===== src/rtl/tpq_pkg.sv =====
`timescale 1ns / 1ps

package tpq_pkg;

  localparam int unsigned TimeW = 32;
  localparam int unsigned CfgW  = 16;

  localparam logic [1:0] ACT_SAMPLE = 2'd0;
  localparam logic [1:0] ACT_ARM    = 2'd1;
  localparam logic [1:0] ACT_CLEAR  = 2'd2;

  localparam logic CFG_RELEASE_TIME = 1'b0;
  localparam logic CFG_PRESS_TIME   = 1'b1;

  localparam logic [CfgW-1:0] RELEASE_TIME_RESET = 16'd200;
  localparam logic [CfgW-1:0] PRESS_TIME_RESET   = 16'd50;

  typedef struct packed {
    logic [1:0]       action;
    logic             touch_level;
    logic [TimeW-1:0] time_ms;
  } in_item_t;

  typedef struct packed {
    logic press_valid;
    logic lockout_active;
  } out_item_t;

endpackage


===== src/rtl/tpq_engine.sv =====
`timescale 1ns / 1ps

module tpq_engine (
  input  logic                  clk,
  input  logic                  rst_n,
  input  logic                  cfg_we,
  input  logic                  cfg_index,
  input  logic [15:0]           cfg_wdata,
  input  logic                  take,
  input  tpq_pkg::in_item_t     item,
  output tpq_pkg::out_item_t    result
);

  logic [tpq_pkg::CfgW-1:0]  release_time_r;
  logic [tpq_pkg::CfgW-1:0]  press_time_r;
  logic                      last_level_r, last_level_nxt;
  logic                      lockout_r, lockout_nxt;
  logic [tpq_pkg::TimeW-1:0] release_start_r, release_start_nxt;
  logic                      release_timing_r, release_timing_nxt;
  logic [tpq_pkg::TimeW-1:0] press_start_r, press_start_nxt;
  logic                      press_timing_r, press_timing_nxt;

  logic                      touched;
  logic                      timing_held;
  logic                      release_done;
  logic                      lockout_now;
  logic [tpq_pkg::TimeW-1:0] rel_elapsed;
  logic [tpq_pkg::TimeW-1:0] press_elapsed;
  logic                      press_ok;

  assign touched       = item.touch_level;
  assign timing_held   = press_timing_r & ~(touched & ~last_level_r);
  assign rel_elapsed   = item.time_ms - release_start_r;
  assign press_elapsed = item.time_ms - press_start_r;
  assign release_done  = lockout_r & ~touched & release_timing_r &
                         (rel_elapsed > {{(tpq_pkg::TimeW-tpq_pkg::CfgW){1'b0}},
                                         release_time_r});
  assign lockout_now   = lockout_r & ~release_done;
  assign press_ok      = timing_held &
                         (press_elapsed > {{(tpq_pkg::TimeW-tpq_pkg::CfgW){1'b0}},
                                           press_time_r});

  always_comb begin
    last_level_nxt     = last_level_r;
    lockout_nxt        = lockout_r;
    release_start_nxt  = release_start_r;
    release_timing_nxt = release_timing_r;
    press_start_nxt    = press_start_r;
    press_timing_nxt   = press_timing_r;
    result.press_valid    = 1'b0;
    result.lockout_active = lockout_r;
    case (item.action)
      tpq_pkg::ACT_ARM: begin
        lockout_nxt        = 1'b1;
        release_timing_nxt = 1'b0;
        release_start_nxt  = '0;
      end
      tpq_pkg::ACT_CLEAR: begin
        lockout_nxt        = 1'b0;
        release_timing_nxt = 1'b0;
        release_start_nxt  = '0;
      end
      tpq_pkg::ACT_SAMPLE: begin
        last_level_nxt   = touched;
        press_timing_nxt = timing_held;
        if (lockout_r && !touched) begin
          if (!release_timing_r) begin
            release_start_nxt  = item.time_ms;
            release_timing_nxt = 1'b1;
          end else if (release_done) begin
            lockout_nxt        = 1'b0;
            release_timing_nxt = 1'b0;
            release_start_nxt  = '0;
          end
        end
        if (touched && !lockout_now) begin
          if (!timing_held) begin
            press_start_nxt  = item.time_ms;
            press_timing_nxt = 1'b1;
          end
          result.press_valid = press_ok;
        end
      end
      default: begin
      end
    endcase
    result.lockout_active = lockout_nxt;
  end

  always_ff @(posedge clk) begin
    if (!rst_n) begin
      release_time_r   <= tpq_pkg::RELEASE_TIME_RESET;
      press_time_r     <= tpq_pkg::PRESS_TIME_RESET;
      last_level_r     <= 1'b0;
      lockout_r        <= 1'b0;
      release_start_r  <= '0;
      release_timing_r <= 1'b0;
      press_start_r    <= '0;
      press_timing_r   <= 1'b0;
    end else begin
      if (cfg_we && cfg_index == tpq_pkg::CFG_RELEASE_TIME) begin
        release_time_r <= cfg_wdata;
      end
      if (cfg_we && cfg_index == tpq_pkg::CFG_PRESS_TIME) begin
        press_time_r <= cfg_wdata;
      end
      if (take) begin
        last_level_r     <= last_level_nxt;
        lockout_r        <= lockout_nxt;
        release_start_r  <= release_start_nxt;
        release_timing_r <= release_timing_nxt;
        press_start_r    <= press_start_nxt;
        press_timing_r   <= press_timing_nxt;
      end
    end
  end

  // An accepted arm command leaves lockout set with the release timer stopped.
  a_arm_sets_lockout: assert property (@(posedge clk) disable iff (!rst_n)
    take && item.action == tpq_pkg::ACT_ARM |=> lockout_r && !release_timing_r)
    else $error("arm command did not set lockout");

  // A press is never reported while lockout remains set after the item.
  a_no_press_in_lockout: assert property (@(posedge clk) disable iff (!rst_n)
    take && result.press_valid |-> !result.lockout_active)
    else $error("press reported during lockout");

  // Commands and unused codes never report a press.
  a_press_only_on_sample: assert property (@(posedge clk) disable iff (!rst_n)
    take && item.action != tpq_pkg::ACT_SAMPLE |-> !result.press_valid)
    else $error("press reported on a command");

  // The release timer only runs while lockout is set.
  a_release_needs_lockout: assert property (@(posedge clk) disable iff (!rst_n)
    release_timing_r |-> lockout_r)
    else $error("release timer running without lockout");

endmodule


===== src/rtl/tpq_out_buf.sv =====
`timescale 1ns / 1ps

module tpq_out_buf (
  input  logic               clk,
  input  logic               rst_n,
  input  logic               push,
  input  tpq_pkg::out_item_t push_data,
  output logic               space,
  output logic               out_valid,
  input  logic               out_ready,
  output tpq_pkg::out_item_t out_data
);

  tpq_pkg::out_item_t mem_r [2];
  logic [1:0]         count_r, count_nxt;
  logic               rd_ptr_r, rd_ptr_nxt;
  logic               wr_ptr_r, wr_ptr_nxt;
  logic               pop;

  assign space     = ~count_r[1];
  assign out_valid = (count_r != 2'd0);
  assign out_data  = mem_r[rd_ptr_r];
  assign pop       = out_valid & out_ready;

  always_comb begin
    count_nxt  = count_r;
    rd_ptr_nxt = rd_ptr_r;
    wr_ptr_nxt = wr_ptr_r;
    if (push) begin
      wr_ptr_nxt = ~wr_ptr_r;
    end
    if (pop) begin
      rd_ptr_nxt = ~rd_ptr_r;
    end
    if (push && !pop) begin
      count_nxt = count_r + 2'd1;
    end else if (pop && !push) begin
      count_nxt = count_r - 2'd1;
    end
  end

  always_ff @(posedge clk) begin
    if (!rst_n) begin
      count_r  <= 2'd0;
      rd_ptr_r <= 1'b0;
      wr_ptr_r <= 1'b0;
    end else begin
      count_r  <= count_nxt;
      rd_ptr_r <= rd_ptr_nxt;
      wr_ptr_r <= wr_ptr_nxt;
    end
  end

  always_ff @(posedge clk) begin
    if (push) begin
      mem_r[wr_ptr_r] <= push_data;
    end
  end

  a_count_range: assert property (@(posedge clk) disable iff (!rst_n)
    count_r != 2'd3)
    else $error("result buffer count out of range");

  a_no_overflow: assert property (@(posedge clk) disable iff (!rst_n)
    push |-> space)
    else $error("result buffer written while full");

  a_ptr_match: assert property (@(posedge clk) disable iff (!rst_n)
    (count_r == 2'd0 || count_r == 2'd2) |-> rd_ptr_r == wr_ptr_r)
    else $error("result buffer pointers disagree with count");

endmodule


===== src/rtl/touch_press_qualifier_core.sv =====
`timescale 1ns / 1ps

// Each accepted item's result is written into the result buffer and offered from there.
// Throughput: one item per cycle while the buffer has space; its two entries keep the input
// open while a finished result waits for its output transfer.
// Reset: synchronous, active low; it clears all timers and flags, empties the
// result buffer and loads release_time_ms = 200 and press_time_ms = 50.
module touch_press_qualifier_core (
  input  logic               clk,
  input  logic               rst_n,
  input  logic               cfg_we,
  input  logic               cfg_index,
  input  logic [15:0]        cfg_wdata,
  input  logic               in_valid,
  output logic               in_ready,
  input  tpq_pkg::in_item_t  in_data,
  output logic               out_valid,
  input  logic               out_ready,
  output tpq_pkg::out_item_t out_data
);

  logic               take;
  tpq_pkg::out_item_t result;

  assign take = in_valid & in_ready;

  tpq_engine u_engine (
    .clk       (clk),
    .rst_n     (rst_n),
    .cfg_we    (cfg_we),
    .cfg_index (cfg_index),
    .cfg_wdata (cfg_wdata),
    .take      (take),
    .item      (in_data),
    .result    (result)
  );

  tpq_out_buf u_out_buf (
    .clk       (clk),
    .rst_n     (rst_n),
    .push      (take),
    .push_data (result),
    .space     (in_ready),
    .out_valid (out_valid),
    .out_ready (out_ready),
    .out_data  (out_data)
  );

endmodule


===== config.mk =====
export PLATFORM = sky130hd
export DESIGN_NAME = touch_press_qualifier_core
export DESIGN_NICKNAME = d
export VERILOG_FILES = /design/src/rtl/tpq_pkg.sv /design/src/rtl/tpq_engine.sv /design/src/rtl/tpq_out_buf.sv /design/src/rtl/touch_press_qualifier_core.sv
export SDC_FILE = /design/constraint.sdc
export NUM_CORES = 1
export LEC_CHECK = 0
export BUFFER_PORTS_ARGS = -buffer_cell sky130_fd_sc_hd__buf_2
export CORE_UTILIZATION = 30
export CTS_BUF_LIST = sky130_fd_sc_hd__clkbuf_16
export DETAILED_ROUTE_END_ITERATION = 7
export SLEW_MARGIN = 25
export SYNTH_ARGS = -nofsm -noshare
export SYNTH_HDL_FRONTEND = slang
export SYNTH_HIERARCHICAL = 1
export SYNTH_SLANG_ARGS = --single-unit

===== constraint.sdc =====
create_clock -name clk -period 8.85 [get_ports clk]
set_input_delay 0.885 -clock clk [delete_from_list [all_inputs] [get_ports clk]]
set_output_delay 0.885 -clock clk [all_outputs]
set_load 0.01 [all_outputs]

# ---- Word level (Yosys, flattened, before mapping)
# Memory sizes are Yosys's and may differ from the RTL's. A register that Yosys moved wholly into a read port is not among the register bits.
# Index checks and enable logic that the tools add are counted.
dict set report word_totals {
  ram_bits 4
  inputBits 57
  out_inout_bits 4
  memories 1
  word_cells 80
  regBits 104
}
dict set report classes {
  bitwise 18
  add_sub_neg 4
  magnitude_cmp 2
  reduce_logical 19
  n_eq_ne 4
  muxes 21
}
# memory depth width rd rd_clocked_by_memory_dff write_ports line
set mem_list {}
lappend mem_list {u_out_buf.mem_r 2 2 1 1 1 tpq_out_buf.sv:14} ;# tpq_pkg::out_item_t mem_r [2];
# cell count
set op_table {}
lappend op_table {{$mux W32} 3}
lappend op_table {{$gt A32 B16 Y1} 2}
lappend op_table {{$pmux W32 S2} 1}
lappend op_table {{$sub A32 B32 Y32} 2}
lappend op_table {{$mux W1} 13}
lappend op_table {{$and A1 B1 Y1} 9}
lappend op_table {{$not A1 Y1} 9}
lappend op_table {{$reduce_and A4 Y1} 2}
lappend op_table {{$logic_and A1 B1 Y1} 6}
lappend op_table {{$reduce_bool A2 Y1} 3}
lappend op_table {{$logic_not A1 Y1} 4}
lappend op_table {{$mux W2} 2}
lappend op_table {{$ne A3 B3 Y1 const B} 1}
lappend op_table {{$pmux W1 S3} 1}
lappend op_table {{$reduce_and A3 Y1} 1}
lappend op_table {{$add A2 B1 Y2 const B} 1}
lappend op_table {{$eq A2 B1 Y1 const B} 1}
lappend op_table {{$eq A2 B2 Y1 const B} 1}
lappend op_table {{$logic_not A2 Y1} 1}
lappend op_table {{$ne A2 B1 Y1 const B} 1}
lappend op_table {{$pmux W1 S2} 1}
lappend op_table {{$reduce_and A2 Y1} 1}
lappend op_table {{$reduce_or A2 Y1} 1}
lappend op_table {{$sub A2 B1 Y2 const B} 1}

# ---- Depth between registers and ports, before layout
# Gate-level depths: netlist of run 1.
dict set report logic_depth {
  depth_word 10
  ltp_mapped 22
  depth_no_buf 22
}

# ---- Hierarchy
# The synthesis of run 1 kept the hierarchy.
# mod seq_area_each_um2 area_per_inst_um2 instances cells_each
set by_module_without_submodules {}
lappend by_module_without_submodules {tpq_engine 2001.9 8414.3 1 1151}
lappend by_module_without_submodules {tpq_out_buf 220.2 360.3 1 28}
lappend by_module_without_submodules {touch_press_qualifier_core 0.0 6.3 1 1}

# ---- Worst setup path before layout of run 1
# OpenSTA, ideal clock, no wires.
dict set report synth_path {
  kind {input -> register}
  startpoint {input port in_data[0] (netlist name)}
  endpoint {memory u_out_buf/mem_r[0][0] (netlist name), data pin}
  n_path_buf 1
  setup_slack_ns 4.051
  arrival_time_ns 4.672
  required_time_ns 8.723
  stages 20
  path_cell_list {inv_1 ha_1 fa_1 nor2b_1 o31a_1 o211ai_1 nand2_1 xor2_1 ha_1 a41o_1 a21oi_1 o221ai_1 o31a_1 a211o_1 a2111o_1 nor4b_2 nand4_1 o2111ai_1 a21boi_1 buf_4}
}
dict set report synth_via {
  elab_chain_len 7
}
# item line
set synth_rtl {}
lappend synth_rtl {{from (decl)} touch_press_qualifier_core.sv:16} ;# input tpq_pkg::in_item_t in_data,
lappend synth_rtl {{$sub A32 B32 Y32} tpq_engine.sv:33} ;# assign rel_elapsed = item.time_ms - release_start_r;
lappend synth_rtl {{$gt A32 B16 Y1} tpq_engine.sv:36} ;# (rel_elapsed > {{(tpq_pkg::TimeW-tpq_pkg::CfgW){1'b0}},
lappend synth_rtl {{$and A1 B1 Y1} tpq_engine.sv:35} ;# assign release_done = lockout_r & ~touched & release_timing_r &
lappend synth_rtl {{$mux W1} tpq_engine.sv:70} ;# end else if (release_done) begin
lappend synth_rtl {{$mux W1} tpq_engine.sv:67} ;# if (!release_timing_r) begin
lappend synth_rtl {{$mux W1} tpq_engine.sv:66} ;# if (lockout_r && !touched) begin
lappend synth_rtl {{$pmux W1 S3} tpq_engine.sv:52} ;# case (item.action)
lappend synth_rtl {{via u_engine.lockout_nxt} tpq_engine.sv:17} ;# logic lockout_r, lockout_nxt;
lappend synth_rtl {{to (decl)} tpq_out_buf.sv:14}
# The timed path passes the listed nets, and every way through them passes these cells.

==> flow_summary.json, run 1 <==
{
  "core_region_area_um2": 28800,
  "peakVddDrop_uv": 93.4,
  "synth_edf_count": 4,
  "slew_headroom_pct": 38.0,
  "antenna_found_initial": 0,
  "yosysTopAreaCell": "dfxtp_1",
  "seq_area_um2": 2220,
  "grt_start_max_net_pins": 38,
  "place_ws_ns": 3.02,
  "fillCellCount": 3011,
  "num_vias": 8398,
  "synth.most_common_cell": "nand2_1",
  "htreeDepth": 3,
  "max_freq_ghz": 0.181,
  "synthArstFlopShare_pct": 0,
  "yosysWarningCount": 6,
  "worst-path-max-fanout": 5,
  "cts_tree": "yes",
  "multi_input_area_um2": 5960,
  "synth_top_area_share_pct": 23.9,
  "cellLeakagePower_nw": 3.60,
  "hold_viol": 0,
  "synth_nets": 1334,
  "synthTopCellsByArea": "dfxtp_1 24%, ha_1 14%, nand2_1 8.6%",
  "setup_ws_ns": 3.32,
  "gr-total-overflow": 0,
  "rows": 62,
  "layout.cells.non_filler": 1596,
  "total_power_mw": 1.39,
  "worstPathRequired_ns": 8.95,
  "period_share_pct": 62.5,
  "arrival_ns": 5.64,
  "numCtsBuffers": 9,
  "dp_hpwl_mm": 19.9,
  "syn_area_per_cell_um2": 7.44,
  "via_per_inst": 5.26,
  "clk_latency_ns": 0.36,
  "ios": 61,
  "fin_area_um2": 9680,
  "place_congestion": 0.884,
  "p_per_area_nw_per_um2": 143,
  "post-route-util_pct": 33.6,
  "synthDistinctLibCells": 79,
  "maxCapViolCount": 0,
  "holdWs_ns": 0.453,
  "synthTopCellsByCount": "202 x nand2_1, 143 x a21oi_1, 110 x inv_1",
  "grt_pass1_vias": 7754,
  "tightest_slew_ns": 0.927,
  "track_usage_pct": 16.7,
  "cts_buffer_depth": 2,
  "post-route-drc-count": 0,
  "cts_resized": 0,
  "synthCells": 1180,
  "dp_cells": 1581,
  "synth_seq_cells": 109,
  "cts_root_buf": "clkbuf_16",
  "clkSlewWorstSetupHoldPaths_ns": 0.07,
  "postCtsSetupBuffers": 0,
  "first_pass_iters": 5,
  "setup_viol": 0,
  "drive_gt1_share_pct": 8.25,
  "seq_area_frac_synth_pct": 25.3,
  "period_needed_ns": 5.53,
  "diodes": 0,
  "synth_ff_type": "dfxtp_1",
  "drv_slew": 0,
  "setup_tns_ns": 0,
  "rsz0062_at_grt": "no",
  "netlist_area_um2": 8780,
  "nNetsFinal": 1362,
  "io_buffers": 60,
  "die_height_um": 173,
  "dpl_cell_area_um2": 9410,
  "startpoint_type": "input pin",
  "wl_per_cell_um": 15.7,
  "start_util_pct": 30.5,
  "skew_ns": 0.00814,
  "hold_buffers": 0,
  "drt.antenna.violating_nets": 0,
  "dieArea_um2": 30000,
  "status": "finished, final reports clean",
  "hold_class": "register to register",
  "die_w_um": 173,
  "first_iter_violations": 663,
  "path_class": "input pin to register",
  "clock-sinks": 109,
  "grt_pass1_wl_mm": 40.6,
  "syn_to_final_growth_pct": 10.2,
  "cp-end-kind": "register",
  "drt-total-wl_mm": 25.1
}
registers in the layout (all words and copies together), names as in the netlist, named ones only:
name and cells:
u_engine/release_timing_r 1, u_out_buf/rd_ptr_r 1, u_engine/last_level_r 1, u_engine/release_start_r 32, u_engine/release_time_r 16, u_engine/press_start_r 32
u_engine/press_time_r 16, u_engine/press_timing_r 1, u_out_buf/count_r 2, u_out_buf/mem_r 4, u_out_buf/wr_ptr_r 1, u_engine/lockout_r 1
cell usage in the layout (no fill, tap or decap), types with 6 or more instances in the layout:
cell type  count
a21boi_0       6
xor2_1        18
and2_1         8
a22o_1        32
ha_1          95
inv_1        111
dfxtp_1      105
nor2_1        50
and4_1         7
buf_2         60
a211oi_1       9
xnor2_1       25
o21ai_0       43
a21o_1        17
clkbuf_16      9
a21oi_1      143
and3_1         8
nand2b_1      11
nor2b_1       11
nor3_1        23
nand4_1       25
o21a_1        10
o21ai_1        7
mux2i_1        7
nand3_1       23
nand2_1      202
o211ai_1      26
a31oi_1        9
layout make-up:
type,count,area share (%)
clock buffer,9,2.33
timing repair buffer,65,3.49
inverter,111,4.31
sequential,109,23.0
tap,384,4.96
clock inverter,6,0.336
multi-input combinational,912,61.6
power breakdown:
part	internal, mW	total (mW)	switching (mW)
Sequential	0.522	0.538	0.0162
Clock	0.187	0.376	0.189
Combinational	0.190	0.473	0.283
cell families after synthesis:
group | after synthesis | synth area share [%]
AOI/OAI and AO/OA | 357 | 26.4
xor gates and xnor gates | 43 | 4.29
buffers and inverters | 159 | 7.10
DFF | 109 | 25.3
muxes | 11 | 1.31
and+or+nand+nor | 404 | 21.6
adders and majority gates | 97 | 14.0
final timing paths:
path                                    from                         end  slack [ns]  cells past startpoint
setup reg to reg   u_engine/press_start_r[2]       u_out_buf/mem_r[0][1]        3.63                     19
hold reg to reg   u_engine/press_start_r[14]  u_engine/press_start_r[14]        0.45                      2
setup / recovery                  in_data[2]       u_out_buf/mem_r[0][1]        3.32                     19
hold / removal    u_engine/press_start_r[14]  u_engine/press_start_r[14]        0.45                      2
metal layers:
metal | GRT usage, % | share of wire [%]
met1 | 22.8 | 49
met2 | 27.0 | 45
met3 | 1.72 | 3.5
met4 | 6.67 | 2.9
met5 | 0 | 0
worst max-delay path, cell delays in order:
cell      delay [ns]
buf_2           0.13
ha_1            0.36
o211ai_1        0.18
a21oi_1         0.06
a211oi_1        0.54
a21oi_1         0.22
o21a_1          0.26
a21bo_2         0.19
a21oi_1         0.17
xnor2_1         0.10
ha_1            0.31
nand4_1         0.14
or4_1           0.46
o21ai_0         0.34
nor4b_1         0.28
nand4_1         0.14
nor4_1          0.33
nand4_1         0.27
o21a_1          0.26
Power figures use the tool's default switching activity.
==> run 2, diff against run 1 <==
==> constraint.sdc (replaced) <==
create_clock -name clk -period 4.46 [get_ports clk]
set_input_delay 0.446 -clock clk [delete_from_list [all_inputs] [get_ports clk]]
set_output_delay 0.446 -clock clk [all_outputs]
set_load 0.01 [all_outputs]
==> flow_summary.json, run 2 (synthesis results as in run 1) <==
{
  "post-route-util_pct": 37.1,
  "power_switching_mw": 1.06,
  "dp_hpwl_mm": 21.0,
  "drv_slew": 0,
  "ios": 61,
  "worstPathRequired_ns": 4.77,
  "first_iter_violations": 672,
  "holdWs_ns": 0.328,
  "cp_cell_sequence": "inv_1 > ha_4 > buf_4 > and4_4 > nand2_1 > a21oi_4 > nor3_2 > xnor2_1 > ha_1 > a21o_1 > a21oi_2 > o221ai_1 > o31a_1 > a211o_1 > a2111o_1 > nor4b_2 > nand4_1 > or3_1 > o21ai_1",
  "die_w_um": 173,
  "via_per_inst": 5.24,
  "startpoint": "u_engine/release_start_r[8]",
  "hold_viol": 0,
  "post-route-drc-count": 0,
  "p_seq_share_pct": 36.1,
  "p_int_mw": 1.90,
  "setup_ws_ns": 0.0755,
  "htreeDepth": 3,
  "antenna_found_initial": 0,
  "setup_viol": 0,
  "p_clk_share_pct": 26.9,
  "num_vias": 8837,
  "p_per_area_nw_per_um2": 277,
  "reg2reg_slack_ns": 0.08,
  "tightest_slew_ns": 0.901,
  "power.share.combinational_pct": 37.0,
  "grt_pass1_wl_mm": 43.0,
  "dieArea_um2": 30000,
  "critPathTopFamily": "compound AO/OA/AOI/OAI gates",
  "hold_depth": 3,
  "wl_per_cell_um": 15.9,
  "dp_cells": 1661,
  "place_congestion": 0.907,
  "max_stage_delay_ns": 0.41,
  "cp-end-kind": "register",
  "diodes": 0,
  "clk_latency_ns": 0.37,
  "numCtsBuffers": 9,
  "final_cell_mix": "201 x nand2_1, 135 x a21oi_1, 110 x inv_1",
  "hold_buffers": 0,
  "path_buf_inv": 2,
  "busiest_layer": "met2",
  "rsz0062_at_grt": "yes",
  "largest_registers": "u_engine/press_start_r: 32 flops, u_engine/release_start_r: 32 flops",
  "worst-path-max-fanout": 4,
  "skew_ns": 0.00865,
  "io_buffers": 60,
  "peakVddDrop_uv": 197,
  "setup_tns_ns": 0,
  "grt_start_max_net_pins": 37,
  "status": "finished, final reports clean",
  "path_depth": 19,
  "use_met3_pct": 1.58,
  "syn_to_final_growth_pct": 21.5,
  "reg2regPathDepth": 19,
  "timing.rr.start": "u_engine/release_start_r[8]",
  "min_from": "cfg_wdata[14]",
  "drt.antenna.violating_nets": 0,
  "place_ws_ns": -0.450,
  "period_share_pct": 98.3,
  "nNetsFinal": 1451,
  "grt_util_met2_pct": 29.3,
  "grt_pass1_vias": 8290,
  "fillCellCount": 2962,
  "startpoint_type": "register",
  "period_needed_ns": 4.38,
  "drt-total-wl_mm": 26.7,
  "rows": 62,
  "maxCapViolCount": 0,
  "dpl_cell_area_um2": 10000,
  "cts_tree": "yes",
  "max_freq_ghz": 0.228,
  "slew_headroom_pct": 39.6,
  "cellLeakagePower_nw": 4.08,
  "clkSlewWorstSetupHoldPaths_ns": 0.08,
  "drive_gt1_share_pct": 18.4,
  "layout_commonest_cell": "nand2_1",
  "clock-sinks": 109,
  "cts_buffer_depth": 2,
  "core_region_area_um2": 28800,
  "fin_area_um2": 10700,
  "arrival_ns": 4.69,
  "first_pass_iters": 5,
  "die_height_um": 173,
  "layout.cells.non_filler": 1685,
  "total_power_mw": 2.96,
  "track_usage_pct": 17.8,
  "path_class": "register to register",
  "start_util_pct": 30.5,
  "hold_class": "input pin to register",
  "slowest_stage": "a2111o_1",
  "swShare_pct": 35.8,
  "gr-total-overflow": 0,
  "cts_root_buf": "clkbuf_16",
  "met1_usage_pct": 23.9
}
## run 2: changes by cell type in the layout (fill, tap and decap cells not counted), moves of 4 or more
cell | before | now
a21oi_1 | 143 | 135
a21oi_2 | 2 | 9
buf_4 | 5 | 92
dfxtp_1 | 105 | 99
dfxtp_2 | 0 | 5
ha_1 | 95 | 87
ha_4 | 0 | 8
o21ai_0 | 43 | 39
## run 2: area by class of cell
cell class / count / area (um2) / share of cell area, %
Clock buffer: 9 / 225 / 2.11
Clock inverter: 6 / 47.5 / 0.446
Inverter: 111 / 417 / 3.91
Multi-Input combinational cell: 912 / 6240 / 58.5
Sequential cell: 109 / 2230 / 20.9
Tap cell: 384 / 480 / 4.50
Timing Repair Buffer: 154 / 1020 / 9.58
## run 2: worst min-delay path, delay by kind of cell
family                 cells  cell delay, ns
buffers and inverters      1            0.11
AOI/OAI and AO/OA          1            0.05
and+or+nand+nor            1            0.05
## run 2: final timing paths
check | to
setup reg to reg | u_engine/release_start_r[0]
hold / removal | u_engine/release_time_r[14]
setup / recovery | u_engine/release_start_r[0]
hold reg to reg | u_engine/release_time_r[14]
## run 2: per-layer routing
layer / up-vias / part of all wire (%)
met2: 190 / 46
met3: 47 / 3.3
met5: - / 0
met4: 0 / 3.2
li1: 4434 / -
met1: 4166 / 48
## run 2: power groups by stage
stage / clock, mW / sequential (mW) / combinational (mW)
2_1_floorplan: 0 / 1.08 / 0.687
6_report: 0.795 / 1.07 / 1.09
4_1_cts: 0.815 / 1.07 / 1.04
5_1_grt: 0.848 / 1.08 / 1.22
3_5_place_dp: 0 / 1.09 / 1.02
3_3_place_gp: 0 / 1.09 / 1.01
## run 2: repair_timing
| action | CTS | global route |
|---|---|---|
| pin swaps | 13 | 36 |
| gates resized for setup | 16 | 45 |
| hold endpoints to repair | 0 | 0 |
| endpoints found under the setup margin | 7 | 38 |
| buffers inserted | 2 | 7 |
==> run 3, diff against run 2 <==
--- a/config.mk
+++ b/config.mk
@@ -5,7 +5,9 @@
 export SDC_FILE = /design/constraint.sdc
 export NUM_CORES = 1
 export LEC_CHECK = 0
+export ABC_AREA = 1
 export BUFFER_PORTS_ARGS = -buffer_cell sky130_fd_sc_hd__buf_2
+export CAP_MARGIN = 0
 export CORE_UTILIZATION = 30
 export CTS_BUF_LIST = sky130_fd_sc_hd__clkbuf_16
 export DETAILED_ROUTE_END_ITERATION = 7
==> flow_summary.json, run 3 <==
{
  "status": "finished, final reports clean",
  "synthArstFlopShare_pct": 0,
  "wl_per_cell_um": 13.8,
  "grt_pass1_vias": 9331,
  "cts_root_buf": "clkbuf_16",
  "crit_top_cell": "nor2_1",
  "peakVddDrop_uv": 195,
  "drt.antenna.violating_nets": 0,
  "top_layer": "met4",
  "numCtsBuffers": 9,
  "synth_seq_cells": 109,
  "tightest_slew_ns": 0.926,
  "cts_tree": "yes",
  "via_per_inst": 4.68,
  "drv_slew": 0,
  "dp_hpwl_mm": 24.5,
  "post-route-drc-count": 0,
  "syn_to_final_growth_pct": 12.0,
  "period_needed_ns": 4.07,
  "setup_ws_ns": 0.387,
  "p_per_area_nw_per_um2": 349,
  "reg2regPathDepth": 21,
  "cp-end-kind": "register",
  "synthTopCellsByArea": "dfxtp_1 21%, nand2_1 19%, inv_1 13%",
  "antenna_found_initial": 0,
  "clock-sinks": 109,
  "hold_viol": 0,
  "largest_registers": "u_engine/press_start_r: 32 flops, u_engine/release_start_r: 32 flops",
  "hold_buffers": 0,
  "r2r-end": "u_out_buf/mem_r[1][1]",
  "synth.most_common_cell": "nand2_1",
  "route.met3.wl_mm": 1.56,
  "postCtsSetupBuffers": 0,
  "slew_headroom_pct": 38.3,
  "reg2reg_slack_ns": 0.39,
  "setup_viol": 0,
  "diodes": 0,
  "synth_nets": 1843,
  "first_pass_iters": 8,
  "maxCapViolCount": 0,
  "start_util_pct": 30.5,
  "num_vias": 10238,
  "dpl_cell_area_um2": 10800,
  "max_stage_delay_ns": 0.45,
  "startpoint": "u_engine/press_start_r[6]",
  "total_power_mw": 3.88,
  "first_iter_violations": 705,
  "synth_edf_count": 4,
  "final_cell_mix": "501 x nand2_1, 336 x inv_1, 174 x nor2_1",
  "setup_tns_ns": 0,
  "grt_start_max_net_pins": 65,
  "worst-path-max-fanout": 5,
  "rsz0062_at_grt": "no",
  "yosysTopAreaCell": "dfxtp_1",
  "drt-total-wl_mm": 30.3,
  "place_ws_ns": 0.285,
  "layout_commonest_cell": "nand2_1",
  "cp_cell_sequence": "inv_1 > ha_1 > a21oi_1 > o21ai_0 > a21oi_1 > o21bai_1 > xor2_1 > ha_1 > nand2_1 > nor2_1 > inv_1 > nor4_1 > nand4_1 > nand2_1 > nand3_1 > nor2_1 > nand3_1 > nor2_1 > nand3_1 > nand2_1 > nor2_1",
  "io_buffers": 60,
  "gr-total-overflow": 0,
  "worstPathRequired_ns": 4.59,
  "skew_ns": 0.0137,
  "synthTopCellsByCount": "501 x nand2_1, 335 x inv_1, 177 x nor2_1",
  "max_freq_ghz": 0.246,
  "hold_class": "input pin to register",
  "cts_resized": 0,
  "period_share_pct": 91.3,
  "synth_ff_type": "dfxtp_1",
  "arrival_ns": 4.20,
  "place_congestion": 0.933,
  "seq_area_frac_synth_pct": 22.4,
  "fin_area_um2": 11100,
  "timing.rr.start": "u_engine/press_start_r[6]",
  "dieArea_um2": 33800,
  "startpoint_type": "register",
  "path_class": "register to register",
  "die_w_um": 184,
  "core_region_area_um2": 32500,
  "cp-endpoint": "u_out_buf/mem_r[1][1]",
  "drive_gt1_share_pct": 6.99,
  "syn_area_per_cell_um2": 5.88,
  "routed-wl-met2_mm": 13.5,
  "wl_met1_mm": 14.7,
  "layout.cells.non_filler": 2188,
  "nNetsFinal": 1895,
  "clk_latency_ns": 0.37,
  "synthCells": 1689,
  "htreeDepth": 3,
  "post-route-util_pct": 34.2,
  "cts_buffer_depth": 2,
  "die_height_um": 184,
  "track_usage_pct": 18.2,
  "yosysWarningCount": 6,
  "clkSlewWorstSetupHoldPaths_ns": 0.09,
  "grt_pass1_wl_mm": 48.6,
  "synth_top_area_share_pct": 21.2,
  "holdWs_ns": 0.328,
  "netlist_area_um2": 9920,
  "ios": 61,
  "rows": 66,
  "slowest_stage": "a21oi_1",
  "dp_cells": 2172,
  "synthDistinctLibCells": 42,
  "cellLeakagePower_nw": 5.81
}
==> run 3: changes by cell type in the layout (fill, tap and decap cells not counted), sizes merged, moves of 20 or more <==
| cell | before | now |
|---|---|---|
| nand2 | 202 | 506 |
| nor2 | 51 | 178 |
| nand4 | 25 | 46 |
| o211ai | 26 | 6 |
| nand3 | 23 | 90 |
| a22o | 32 | 0 |
| buf | 154 | 85 |
| inv | 113 | 347 |
==> run 3: worst min path at each step <==
stage / from / end / slack [ns] / cells past startpoint
after floorplan: u_engine/press_time_r[10] / u_engine/press_time_r[10] / 0.44 / 2
after global placement: u_engine/press_time_r[7] / u_engine/press_time_r[7] / 0.46 / 2
after detailed placement: u_engine/press_time_r[10] / u_engine/press_time_r[10] / 0.46 / 2
after CTS: cfg_wdata[1] / u_engine/press_time_r[1] / 0.32 / 3
after global routing: cfg_wdata[1] / u_engine/press_time_r[1] / 0.33 / 3
final: cfg_wdata[1] / u_engine/press_time_r[1] / 0.33 / 3
==> run 3: where the power goes <==
part	total, mW	internal [mW]	leakage, nW	switching (mW)
Sequential	1.15	1.09	0.899	0.0547
Combinational	1.85	0.665	4.76	1.19
Clock	0.883	0.448	0.156	0.435
Total	3.88	2.20	5.81	1.68
==> run 3: cell type report <==
type / count / area (um2)
Clock buffer: 9 / 225
Clock inverter: 7 / 85.1
Fill cell: 3699 / 21400
Inverter: 344 / 1290
Multi-Input combinational cell: 1192 / 6210
Sequential cell: 109 / 2220
Tap cell: 442 / 553
Timing Repair Buffer: 85 / 526
==> run 3: logic make-up (layout without fill, tap and decap cells) <==
kind of cell | Yosys count | after routing | synth area share (%)
XOR/XNOR | 42 | 42 | 3.71
adder cells (fa/ha/maj) | 97 | 97 | 12.4
multiplexers | 2 | 2 | 0.227
AO/OA/AOI/OAI | 213 | 213 | 11.4
flip-flops | 109 | 109 | 22.4
buffers and inverters | 388 | 445 | 15.1
AND/OR/NAND/NOR | 838 | 838 | 34.7
==> run 3: layer usage <==
| metal | GRT usage [%] | vias to the layer above |
|---|---|---|
| met5 | 0 | - |
| met4 | 4.53 | 0 |
| met3 | 2.58 | 31 |
| met2 | 30.2 | 255 |
| met1 | 24.6 | 4590 |
| li1 | - | 5362 |
==> run 3: critical path: cells and delay by family, from the launching register on <==
family / cells / cell delay, ns
xor gates and xnor gates: 1 / 0.22
and+or+nand+nor: 12 / 1.37
buffers and inverters: 2 / 0.12
adders and majority gates: 2 / 0.68
AOI/OAI and AO/OA: 4 / 1.12
DFF: 1 / 0.32
